## src/hw/rtl/cc2c_cfg.sv

```systemverilog
module cc2c_cfg #(
  parameter int MAX_ROWS = 1024
) (
  input  logic        clk,
  input  logic        rst_n,
  input  logic        psel,
  input  logic        penable,
  input  logic        pwrite,
  input  logic [2:0]  paddr,
  input  logic [31:0] pwdata,
  output logic [31:0] prdata,
  output logic        pready,
  output logic [10:0] eff_rows
);

  logic [10:0] num_rows_r;

  always_ff @(posedge clk) begin
    if (!rst_n) begin
      num_rows_r <= 11'd1024;
    end else if (psel && penable && pwrite && (paddr[2] == 1'b0)) begin
      num_rows_r <= pwdata[10:0];
    end
  end

  // clamp to 1..MAX_ROWS
  always_comb begin
    if (num_rows_r == 11'd0) begin
      eff_rows = 11'd1;
    end else if (32'(num_rows_r) > 32'(MAX_ROWS)) begin
      eff_rows = 11'(MAX_ROWS);
    end else begin
      eff_rows = num_rows_r;
    end
  end

  assign prdata = (paddr[2] == 1'b0) ? {21'd0, num_rows_r} : 32'd0;
  assign pready = 1'b1;

endmodule

```

## config.mk

```make
export PLATFORM = sky130hd
export DESIGN_NAME = cc2c_cfg
export DESIGN_NICKNAME = d
export VERILOG_FILES = /design/src/hw/rtl/cc2c_cfg.sv
export SDC_FILE = /design/constraint.sdc
export NUM_CORES = 1
export LEC_CHECK = 0
export ABC_AREA = 0
export BUFFER_PORTS_ARGS = -buffer_cell sky130_fd_sc_hd__buf_2
export CAP_MARGIN = 25
export CORE_MARGIN = 2
export CORE_UTILIZATION = 34
export CTS_CLUSTER_DIAMETER = 120
export DETAILED_ROUTE_END_ITERATION = 6
export PLACE_DENSITY = 0.79
export SETUP_SLACK_MARGIN = 0.4
export SLEW_MARGIN = 0
export SYNTH_ARGS = -nofsm -noshare
export SYNTH_HDL_FRONTEND = slang
export SYNTH_SLANG_ARGS = --single-unit
export TNS_END_PERCENT = 20
```

## constraint.sdc

```tcl
create_clock -name clk -period 1.5 [get_ports clk]
set_clock_uncertainty 0.2 [all_clocks]
set_input_delay 0.15 -clock clk [delete_from_list [all_inputs] [get_ports clk]]
set_output_delay 0.15 -clock clk [all_outputs]
set_load 0.05 [all_outputs]
```

# Yosys cells after proc, flatten, opt, wreduce, memory -nomap -nowiden

Index checks and enable logic that the tools add are counted.

Register bits after elaboration: 11
Latch bits: 0
Bits in writable memories: 0
ROM bits: 0
Input port bits: 40
Output and inout port bits: 44
Memories: 0

Add/sub/neg operators: 0
Multipliers: 0
Div/mod/pow operators: 0
Magnitude comparators: 1
Equal/unequal tests: 0
Shift-type cells: 0
Multiplexer cells: 3
Bitwise operators: 1
Reduce and logical (&&, ||, !) cells: 4

Operators with widths:

| kind                 | number |
|---|---|
| $mux 11              | 3 |
| $gt 11x11->1 const B | 1 |
| $logic_not 11->1     | 1 |
| $logic_and 1x1->1    | 3 |
| $not 1->1            | 1 |

# Depth between registers and ports, before layout

Depth in word-level cells: 3
Gate-level depth with buffers: 4

# Worst setup path before layout

No wires, ideal clock.

Path type: reg-to-output
From: register num_rows_r[8]
To: output eff_rows[0]
Arrival time: 1.321 ns
Required time: 1.150 ns
Setup slack: -0.171 ns
Cell stages (with the launch flop): 4
Buffers on the path: 0
Path through: dfxtp_1 > nor4_1 > a31oi_1 > nor2_1

Longest elaborated chain between the ends: 3
Elaborated cells on any way between the ends: 4

Ends and longest elaborated chain:

| item                   | RTL line | source |
|---|---|---|
| from (decl)            | 16       | `logic [10:0] num_rows_r;` |
| from (signal assigned) | 22       | `num_rows_r <= pwdata[10:0];` |
| $gt 11x11->1           | 30       | `end else if (32'(num_rows_r) > 32'(MAX_ROWS)) begin` |
| $mux 11                | 30       |  |
| $mux 11 (*)            | 28       | `if (num_rows_r == 11'd0) begin` |
| to (decl)              | 13       | `output logic [10:0] eff_rows` |

Every way passes the cells marked *; elsewhere a longest branch is shown, timed or not.

# Worst setup path after layout

Ends and elaborated chain as after synthesis.

==> impl_metrics.csv <==
group,metric,value,unit
timing,final_hold_viol_count,0,
global_route,grt_pass1_wl,3.48,mm
routing,routedWlPerCell,13.3,um
place,hpwlAfterDp,1.36,mm
worst_setup_path,crit_buf_inv,1,
layout,fin_nets,196,
worst_setup_path,crit_required,1150,ps
worst_setup_path,setup.worst_path.class,"flop to output pin",
worst_setup_path,crit_arrival,1360,ps
synth,synth_seq_area_share,27.8,%
clock_tree,cts_max_path_buffers,2,
layout,multiInputGateArea,631,um^2
timing,finalCritPeriodShare,114,%
layout,layout_common_cells,"conb_1 (22), nand2_1 (21), nor2b_4 (19), buf_2 (15), buf_8 (15)",
routing,drtIter0Drc,9,
outcome,violations,"negative setup slack",
routing,wirelength,2.43,mm
worst_setup_path,crit_chain,"nor4_4 > a31oi_2 > nor2_4 > buf_6",
timing,slew-limit-headroom,64.9,%
layout,reg_top3,"num_rows_r: 11 flops",
synth,ys_ff_latch,11,
layout,regMostFlops,"num_rows_r",
global_route,grt_max_degree,12,
layout,filler_cell_count,142,
global_route,grt_pass1_vias,756,
routing,drc,0,
worst_setup_path,critical-path-top-delay-family,"simple AND/OR/NAND/NOR gates",
place,gp_congestion,0.725,
place,io_buffer_count,38,
clock_tree,cts_sinks,11,
floorplanning,rows,17,
worst_setup_path,max_stage_delay,340,ps
clock_tree,cts-root-buf,"clkbuf_4",
power,irDropWorstVdd,382,uV
layout,largest_reg_flops,11,
synth,avgSynthCellArea,7.84,um^2
floorplanning,ios,84,
min_path,hp-class,"input port to flop",
layout,synthToLayoutAreaGrowth,95.3,%
synth,yosys_warnings,0,
floorplanning,start_util,35.8,%
global_route,track_usage,17.4,%
floorplanning,die_x,52.3,um
routing,vias_per_cell,4.50,
timing,hold_slack,289,ps
worst_setup_path,critPathMaxFanout,2,
clock_tree,clk_latency,270,ps
global_route,antenna_found_initial,0,
synth,synthCells,101,
clock_tree,htreeDepth,1,
power,p_per_area,535,nW/um^2
layout,final_common_cell,"conb_1",
synth,synth_cell_types,18,
timing,finalSetupViolCount,1,
timing,slew_viol_final,0,
timing,tightest_slew,524,ps
timing,fin_ws,-210,ps
worst_setup_path,cp-start-kind,"flop",
timing,fmax,585,MHz
clock_tree,cts_tree,"built",
clock_tree,numCtsBuffers,3,
layout,antenna_cells,0,
synth,syn_area,792,um^2
floorplanning,die-area,2730,um^2
worst_setup_path,cp_slowest_cell,"dfxtp_2",
job,maxCapViolations,0,
layout,seq_area,244,um^2
worst_setup_path,crit_path_end_kind,"output pin",
timing,period_minus_slack,1710,ps
outcome,status,"finished, violations left",
routing,drt.antenna.violating_nets,0,
floorplanning,die_h,52.3,um
routing,first_pass_iters,4,
timing,grt_setup_unrepaired,"true",
global_route,grt_overflow,0,
power,leakage,0.000610,uW
layout,layout-drive-gt1-share,60.6,%
place,dp_slack,55.6,ps
clock_tree,clk_pin_slew_worst_paths,70,ps
routing,vias,823,
floorplanning,core_area,2210,um^2
## stage by stage
step	total power, uW	setup TNS (ps)	std cells	cell area [um^2]	utilization (%)
floorplan	559	0	121	981	-
global placement	549	0	163	1030	46.6
detailed placement	552	0	163	1030	46.6
CTS	805	-107	182	1470	66.4
global route	873	-279	183	1550	69.9
finish	827	-210	183	1550	69.9
## Yosys cell counts (all sizes together)
master  count  area share (%)
buf        24              23
nand4b      1             1.1
conb        2            0.95
nor4        1            0.79
and2b       1             1.1
clkbuf      4             1.9
nand3       1            0.63
dfxtp      11              28
a31oi       1            0.79
nand2      22              10
a21boi     10              14
nor3        1            0.63
nor2b      19              15
and4b       1             1.3
nor2        2            0.95
## area by class of cell
class / count / share of cell area [%]
multi-input combinational: 82 / 40.8
clock buffer: 4 / 1.70
sequential: 11 / 15.8
tap: 28 / 2.27
timing repair buffer: 58 / 39.5
## layer usage
layer / track usage [%] / share of wire [%] / vias up
li1: - / - / 384
met1: 19.1 / 39 / 388
met2: 30.6 / 53 / 47
met3: 6.29 / 7.7 / 4
met4: 6.41 / 0.70 / 0
met5: 0 / 0 / -
## where the power goes
part,switching [uW],leakage [uW],total [uW],internal [uW]
logic,210,0.000500,312,102
clock network,109,0.0000150,212,103
registers,9.26,0.0000948,303,294
## what timing repair did
action                                 in CTS  in global routing
hold buffers                               12                  0
gates resized for setup                    78                 18
pin swaps                                   2                 22
setup endpoints to repair                  22                 33
buffers inserted                            3                  1
endpoints found under the hold margin      11                  0
## cell families (layout without fill, tap and decap cells)
group | count (synthesis) | count (layout) | synth area share (%)
buf+inv | 28 | 62 | 24.8
compound gates | 11 | 11 | 14.5
flops | 11 | 11 | 27.8
simple gates | 49 | 49 | 31.9
other cells | 2 | 22 | 0.948
## worst paths after layout
path,startpoint,to,slack (ps),cells past startpoint
max,num_rows_r[8]$_SDFFE_PN0P_,eff_rows[0],-210,4
min,paddr[2],num_rows_r[10]$_SDFFE_PN1P_,290,4
max reg2reg,num_rows_r[10]$_SDFFE_PN1P_,num_rows_r[10]$_SDFFE_PN1P_,300,5
min reg2reg,num_rows_r[5]$_SDFFE_PN0P_,num_rows_r[5]$_SDFFE_PN0P_,290,2
## worst min-delay path, delay by kind of cell
kind | cells | cell delay, ps
simple gates | 3 | 510
buf+inv | 1 | 70
No activity file was read; power rests on OpenSTA's default activity.
