<file path="config.mk">
export PLATFORM = sky130hd
export DESIGN_NAME = cc2c_ram
export DESIGN_NICKNAME = d
export VERILOG_FILES = /design/src/hw/rtl/cc2c_ram.sv
export SDC_FILE = /design/constraint.sdc
export NUM_CORES = 1
export LEC_CHECK = 0
export CORE_MARGIN = 1.5
export CORE_UTILIZATION = 60
export CTS_BUF_LIST = sky130_fd_sc_hd__clkbuf_4
export CTS_CLUSTER_DIAMETER = 30
export DETAILED_ROUTE_END_ITERATION = 6
export DONT_BUFFER_PORTS = 1
export PLACE_DENSITY = 0.76
export SYNTH_ARGS = -nofsm -noshare
export SYNTH_HDL_FRONTEND = slang
export SYNTH_SLANG_ARGS = --single-unit
</file>
<file path="constraint.sdc">
create_clock -name clk -period 2.93 [get_ports clk]
set_input_delay 0.293 -clock clk [delete_from_list [all_inputs] [get_ports clk]]
set_output_delay 0.293 -clock clk [all_outputs]
set_load 0.1 [all_outputs]
</file>
<file path="src/hw/rtl/cc2c_ram.sv">
module cc2c_ram #(
  parameter int WIDTH = 8,
  parameter int DEPTH = 16
) (
  input  logic                     clk,
  input  logic                     we,
  input  logic [$clog2(DEPTH)-1:0] waddr,
  input  logic [WIDTH-1:0]         wdata,
  input  logic [$clog2(DEPTH)-1:0] raddr,
  output logic [WIDTH-1:0]         rdata
);

  logic [WIDTH-1:0] mem [DEPTH];

  always_ff @(posedge clk) begin
    if (we) begin
      mem[waddr] <= wdata;
    end
    rdata <= mem[raddr];
  end

endmodule

</file>
== After elaboration in Yosys (flattened, before gate mapping) ==
Memories as Yosys holds them, arrays and structs flattened. A register that Yosys moved wholly into a read port is not among the register bits.
Cells that the tools add are included.

* Memories: 1
* Register bits after elaboration: 0
* Memory bits (writable): 128
* Bits in read-only memories: 0
* Input bits: 18
* Output and inout port bits: 8
* Latch bits: 0

{| class="wikitable"
|+ Memory list
! memory !! words !! width !! rd ports !! clocked after Yosys merged registers in !! write ports !! RTL line !! RTL
|-
| mem || 16 || 8 || 1 || 1 || 1 || 13 || <nowiki>logic [WIDTH-1:0] mem [DEPTH];</nowiki>
|}

* Magnitude comparators: 0
* Bitwise operators: 0
* Reductions and logical operators: 0
* Add/sub/neg operators: 0
* Div/mod/pow operators: 0
* Shift operators: 0
* Equal/unequal tests: 0
* Multipliers: 0
* Muxes and demuxes: 2

{| class="wikitable"
|+ Operator list
! kind !! number
|-
| two-way mux 1 bit || 2
|}

== Logic depth before layout (Yosys ltp) ==
Gate-level depths: netlist of the first run.

* Word-level depth: 2
* Depth in mapped cells: 5

== Least setup slack after synthesis of the first run ==
No wires, ideal clock.

* Path kind: input -> register
* From: input waddr[2]
* To: memory mem[0][0] (enable)
* Required time: 2547 ps
* Stages: 2
* Path slack: 1144 ps
* Data arrival time: 1403 ps
* Cell sequence: or3b_2 nor3_1

{| class="wikitable"
|+ RTL lines
! what !! RTL line !! RTL
|-
| start: declaration || 7 || <nowiki>input logic [$clog2(DEPTH)-1:0] waddr,</nowiki>
|-
| end: declaration || 13 ||
|}

No word-level cell before the write port.

== Worst setup path after layout of the first run ==
* From: register rdata[7], read port of mem
* To: output rdata[7]

{| class="wikitable"
|+ RTL lines
! what !! RTL line !! RTL
|-
| start: declaration || 10 || <nowiki>output logic [WIDTH-1:0] rdata</nowiki>
|}

No word-level cell between the ends.

==> run metrics, run 1 <==
share of layout cells above drive strength 1=19.77%; Tot GR Track Use=21.49%; DR pass1 iterations=5; Final Hold Vio Count=0; Max Slew Vio Count=0; io pins=26; Synth Net Count=247; hold wc startpoint=raddr[1]; Switching Share=20.87%; pwr dens=approximately 690 mW/mm^2; Worst Hold End=rdata[7]; Synth cell types=19; R2R Path End=rdata[3]; Net Sw Power=just over 0.8 mW; TritonCTS clock tree=done; post-route ant nets=0; RSZ-0062 raised after global routing=no; first-pass GRT wire length=13150 um; status=finished, final reports clean; final setup vio count=0; Reg clk slew, reported paths=0.11 ns; Routability Congestion=0.7934; H-tree Lvls=4; synth-to-layout area growth=10.18%; maximum number of pins on one net before global-route repair=33; Hold Path Class=primary input to flip-flop; CP Class=flip-flop to output pin; HPWL Detailed=5393 um; Skew-Pair Late Insertion Delay=0.50 ns; Starting Density=62.33%; final wirelength=8860 um; CTS Hold Buffers Added=8; path depth of the worst reg2reg path=3; Max Cap Viol=0; Crit path arrival time=approximately 1.5 ns; IO Port Bufs=0; Slew HR=37.67%; total negative slack=0 ns; Pint=3.092 mW; fin util=68.68%; Yosys warnings=0; cts repair resizes=0; most common cell after layout, fill and taps aside=edfxtp_1; post-route minimum period=around 1.8 ns; hold path depth=3; Synth Cell Area=0.005147 sq mm; Reg2Reg Launch Point=mem[1][3]; vias=approximately 2400; Max Root-Sink Buffers=2; Tightest Pin Transition=0.9337 ns; vias in the first global route=2324; nets=approximately 270; Clock Skews=0.01747 ns; peak supply drop=0.0004704 V; num rows=33; postcts setup bufs=0; vias per std cell=around 6.4; synthesized netlist cell count=around 230; wire per inst=approximately 24 um; Core ar.=0.008258 sq mm; Tcrit/Tclk final=approximately three fifths; Leakage=1.833 nW; initial antenna violation count=2; die area=between 0.009 and 0.01 sq mm; critical path peak fanout=1; clock root cell=clkbuf_4; Yosys reg bits=136; Clk pwr share=between 30% and 40%; Crit path depth=0; flop2flop setup slack=1.52 ns; Die X=95.63 um; logic gate share of total power=3.7%; total grt overflow=0; Avg Cell Area, Syn=22.48 sq um; # clock sinks=136; most frequent cells in the layout=128 x edfxtp_1, 18 x mux4_2, 18 x clkbuf_4; crit path capture type=output pin; FMAX=570.9 MHz; initial drt markers=256; sequential fraction of design power=about 60%; CTS Buf Count=17; drc violations=0; crit path launch type=flip-flop; Critical Path RT=2.64 ns; die height=95.63 um; register area share after synthesis=77.78%
==> Yosys cell counts <==
cell type,n,area share [%]
and2b_1,1,0.15
nor2b_1,1,0.12
mux4_2,18,7.9
buf_4,1,0.15
nor2_1,13,0.95
and2_1,1,0.12
mux4_1,14,7.1
nor3_1,4,0.39
nand3b_1,2,0.29
nand3_1,1,0.097
edfxtp_1,128,75
or3b_2,1,0.17
dfxtp_1,8,3.1
buf_6,3,0.66
buf_2,3,0.29
nand2b_1,2,0.24
nand2_1,9,0.66
clkdlybuf4s25_2,3,0.58
a22oi_1,16,2.3
==> kinds of logic (layout without fill, tap and decap cells) <==
logic type | after synthesis | count (layout) | synth area share, %
buf+inv | 10 | 44 | 1.677
simple gates | 35 | 35 | 3.184
flops | 136 | 136 | 77.78
compound gates | 16 | 16 | 2.334
mux | 32 | 32 | 15.02
other cells | 0 | 2 | 0
==> stage by stage <==
step	std cells	hold WS, ns	area, sq um	setup slack (ns)	power, mW
3_3_place_gp	328	0.3926	5223	1.268	2.433
2_1_floorplan	229	0.3919	5147	1.144	2.430
3_5_place_dp	328	0.3926	5223	1.199	2.438
4_1_cts	368	0.04280	5667	1.130	3.931
5_1_grt	370	0.05981	5672	1.096	4.017
6_report	370	0.08269	5672	1.178	3.908
==> how the worst max path moves through the flow <==
stage             start   endpoint
2_1_floorplan  waddr[2]  mem[0][0]
3_3_place_gp   waddr[2]  mem[2][7]
3_5_place_dp   waddr[2]  mem[2][5]
4_1_cts        rdata[7]   rdata[7]
5_1_grt        rdata[7]   rdata[7]
6_report       rdata[7]   rdata[7]
==> area by class of cell <==
cell class / instances / area, sq um
clock inverters: 14 / 229.0
multi-input cells: 83 / 1057
repair buffers: 12 / 110.1
clock buffers: 18 / 135.1
diodes: 2 / 5.005
well taps: 105 / 131.4
flip-flops and latches: 136 / 4004
fillers: 525 / 2586
==> flip-flops by register name, indices dropped and copies added (netlist names) <==
name and flops:
mem 128, rdata 8
==> worst register-to-register path, stage by stage (launching register included) <==
cell	delay [ns]
edfxtp_1	0.38
mux4_1	0.53
a22oi_1	0.32
nand2_1	0.08
==> routing by layer <==
layer / GRT usage (%) / up-vias / routed length (um)
met4: 7.230 / 0 / 146
li1: - / 1023 / -
met2: 31.75 / 132 / 4250
met5: 0 / - / 0
met1: 30.12 / 1195 / 3716
met3: 7.815 / 14 / 747
==> power by group through the flow <==
stage	combinational (mW)	sequential [mW]	clock, mW
4_1_cts	0.146	2.28	1.51
2_1_floorplan	0.110	2.32	0
5_1_grt	0.156	2.29	1.58
3_3_place_gp	0.110	2.32	0
3_5_place_dp	0.113	2.32	0
6_report	0.145	2.28	1.48
No activity file was read; power rests on OpenSTA's default activity.
==> inputs of run 2 (changes only) <==
ABC_AREA = 1   (was not set)
clock period = 1.8 ns   (was 2.93 ns; I/O delays follow)
==> run metrics, run 2 <==
Area contributors post-synth=edfxtp_1 67%, nand2_1 11%, nand3_1 8.4%, inv_1 6.5%, dfxtp_1 2.8%; wire per inst=17.32 um; synthesized netlist cell count=551; Final Hold Vio Count=0; peak supply drop=0.0005522 V; Top Usage Layer GRT=met2; FMAX=about 630 MHz; most common cell after layout, fill and taps aside=nand2_1; most frequent cells in the layout=173 x nand2_1, 128 x edfxtp_1, 100 x inv_1; Tightest Pin Transition=1.122 ns; Yosys warnings=0; routing usage on met3=6.311%; die height=101.0 um; Worst Setup Slack, final=0.2084 ns; register area share after synthesis=69.43%; Critical Path RT=2.23 ns; layout filler cell count=695; Reg2Reg Launch Point=mem[8][5]; Pint=around 4.4 mW; Placed Cells=between 600 and 700; Clk pwr share=30.7%; Switching Share=between 20% and 30%; final setup vio count=0; Biggest register=mem; final instance area=0.006382 sq mm; cell breakdown of the critical path=dlygate4sd3_1 > nand3_1 > dlygate4sd3_1 > nand3_1 > nand2_1; dpl ws=0.5005 ns; crit path capture type=flip-flop; Fin Hold WS=0.04290 ns; Clock Skews=0.01655 ns; R2R Path End=rdata[5]; Max Slew Vio Count=0; Yosys reg bits=roughly 140; global routing met2 resource utilization=41.27%; Core ar.=approximately 0.0093 sq mm; postcts setup bufs=0; Multi-input gate area=0.001214 sq mm; Die X=101.0 um; initial drt markers=around 420; EDFF count, synth=128; H-tree Lvls=4; Leakage=2.746 nW; Synth cell types=12; post-route minimum period=1.592 ns; Cell Area, Placed=around 0.0060 sq mm; Post-synth ARST share=0%; num rows=35; biggest regs=mem x128, rdata x8; vias per std cell=5.354; Crit path arrival time=2.02 ns; post-route ant nets=0; CP Class=primary input to flip-flop; status=finished, final reports clean; total grt overflow=0; nets=603; critical path peak fanout=15; Synth Flop Type=edfxtp_1; HPWL Detailed=7448 um; final wirelength=12610 um; path depth of the worst reg2reg path=7; pwr dens=931.9 mW/mm^2; share of layout cells above drive strength 1=9.532%; Max Root-Sink Buffers=2; Synth Cell Area=0.005767 sq mm; Synth top area share=66.65%; IO Port Bufs=0; CP startpoint=raddr[2]; RSZ-0062 raised after global routing=no; count leader, synth=nand2_1; Reg clk slew, reported paths=0.12 ns; slowest CP cell=dlygate4sd3_1; synth-to-layout area growth=10.67%; clock root cell=clkbuf_4; Synth area leader=edfxtp_1; Hold Path Class=primary input to flip-flop; crit path launch type=primary input; Synth Net Count=about 570; initial antenna violation count=1; Avg Cell Area, Syn=10.47 sq um; fin util=68.75%; register area=between 0.004 and 0.005 sq mm; flop2flop setup slack=0.28 ns; vias in the first global route=3605; die area=0.01021 sq mm; top post-synthesis cells by count=173 x nand2_1, 128 x edfxtp_1, 100 x inv_1, 97 x nand3_1, 17 x nor2_1; Max Cap Viol=0; vias=3898; worst setup path end=rdata[6]; final std cells w/o fill=728; TritonCTS clock tree=done; slowest stage delay, CP=approximately 0.95 ns; met1 Use GR=between 30% and 40%; total power=5.948 mW; Starting Density=62.12%; sequential fraction of design power=59.8%; first-pass GRT wire length=19730 um; # clock sinks=between 100 and 150; drc violations=0; Slew HR=24.93%; logic gate share of total power=a little under a tenth; DR pass1 iterations=6; Net Sw Power=1.561 mW; Tcrit/Tclk final=88.42%; maximum number of pins on one net before global-route repair=50; Tot GR Track Use=about 27%; Routability Congestion=~0.92; max FFs per register=about 130; CTS Buf Count=17; io pins=26; Skew-Pair Late Insertion Delay=0.52 ns; total negative slack=0 ns
[run 2: changes by cell type after synthesis, moves of 4 or more]
cell | previous run | this run
nand2_1 | 9 | 173
inv_1 | 0 | 100
nand3_1 | 1 | 97
mux4_2 | 18 | 0
a22oi_1 | 16 | 0
mux4_1 | 14 | 0
buf_2 | 3 | 13
nor2_1 | 13 | 17
nor3_1 | 4 | 0
[run 2: timing repair]
action | CTS | global route
endpoints found under the setup margin | 0 | 0
endpoints found under the hold margin | 136 | 0
hold buffers | 16 | 0
resized for setup | 0 | 0
[run 2: worst max-delay path: cells and delay by family]
family | cells | cell delay [ns]
and+or+nand+nor | 3 | 0.28
buffers and inverters | 2 | 1.55
[run 2: layout make-up]
type / instances / area share, %
sequential: 136 / 62.73
multi-input combinational: 289 / 19.02
inverter: 102 / 5.999
timing repair buffer: 39 / 5.607
tap: 129 / 2.529
clock buffer: 18 / 2.117
clock inverter: 14 / 1.960
antenna: 1 / 0.03921
[run 2: per-layer routing]
| layer | part of all wire [%] | wire (um) |
|---|---|---|
| met5 | 0 | 0 |
| met4 | 3.0 | 372 |
| met3 | 10 | 1280 |
| met2 | 47 | 5869 |
| met1 | 40 | 5083 |
[run 2: how the worst min path moves through the flow]
stage / slack, ns / depth (start not counted) / startpoint / endpoint
4_1_cts: 0.002 / 5 / raddr[0] / rdata[1]
6_report: 0.04 / 5 / raddr[0] / rdata[2]
5_1_grt: 0.02 / 4 / raddr[1] / rdata[7]
3_5_place_dp: 0.28 / 0 / wdata[1] / mem[7][1]
3_3_place_gp: 0.28 / 0 / wdata[3] / mem[2][3]
2_1_floorplan: 0.28 / 0 / wdata[0] / mem[0][0]
[run 2: kinds of logic after synthesis]
| logic type | after synthesis | synth area share [%] |
|---|---|---|
| buf+inv | 126 | 9.525 |
| flops | 136 | 69.43 |
| simple gates | 289 | 21.05 |
[run 2: power by group through the flow]
| stage | Clock (mW) | Combinational (mW) | Sequential (mW) |
|---|---|---|---|
| finish | 1.82 | 0.564 | 3.56 |
| global route | 1.99 | 0.609 | 3.57 |
| CTS | 1.86 | 0.562 | 3.56 |
| detailed placement | 0 | 0.456 | 3.63 |
| global placement | 0 | 0.450 | 3.63 |
| floorplan | 0 | 0.250 | 3.77 |
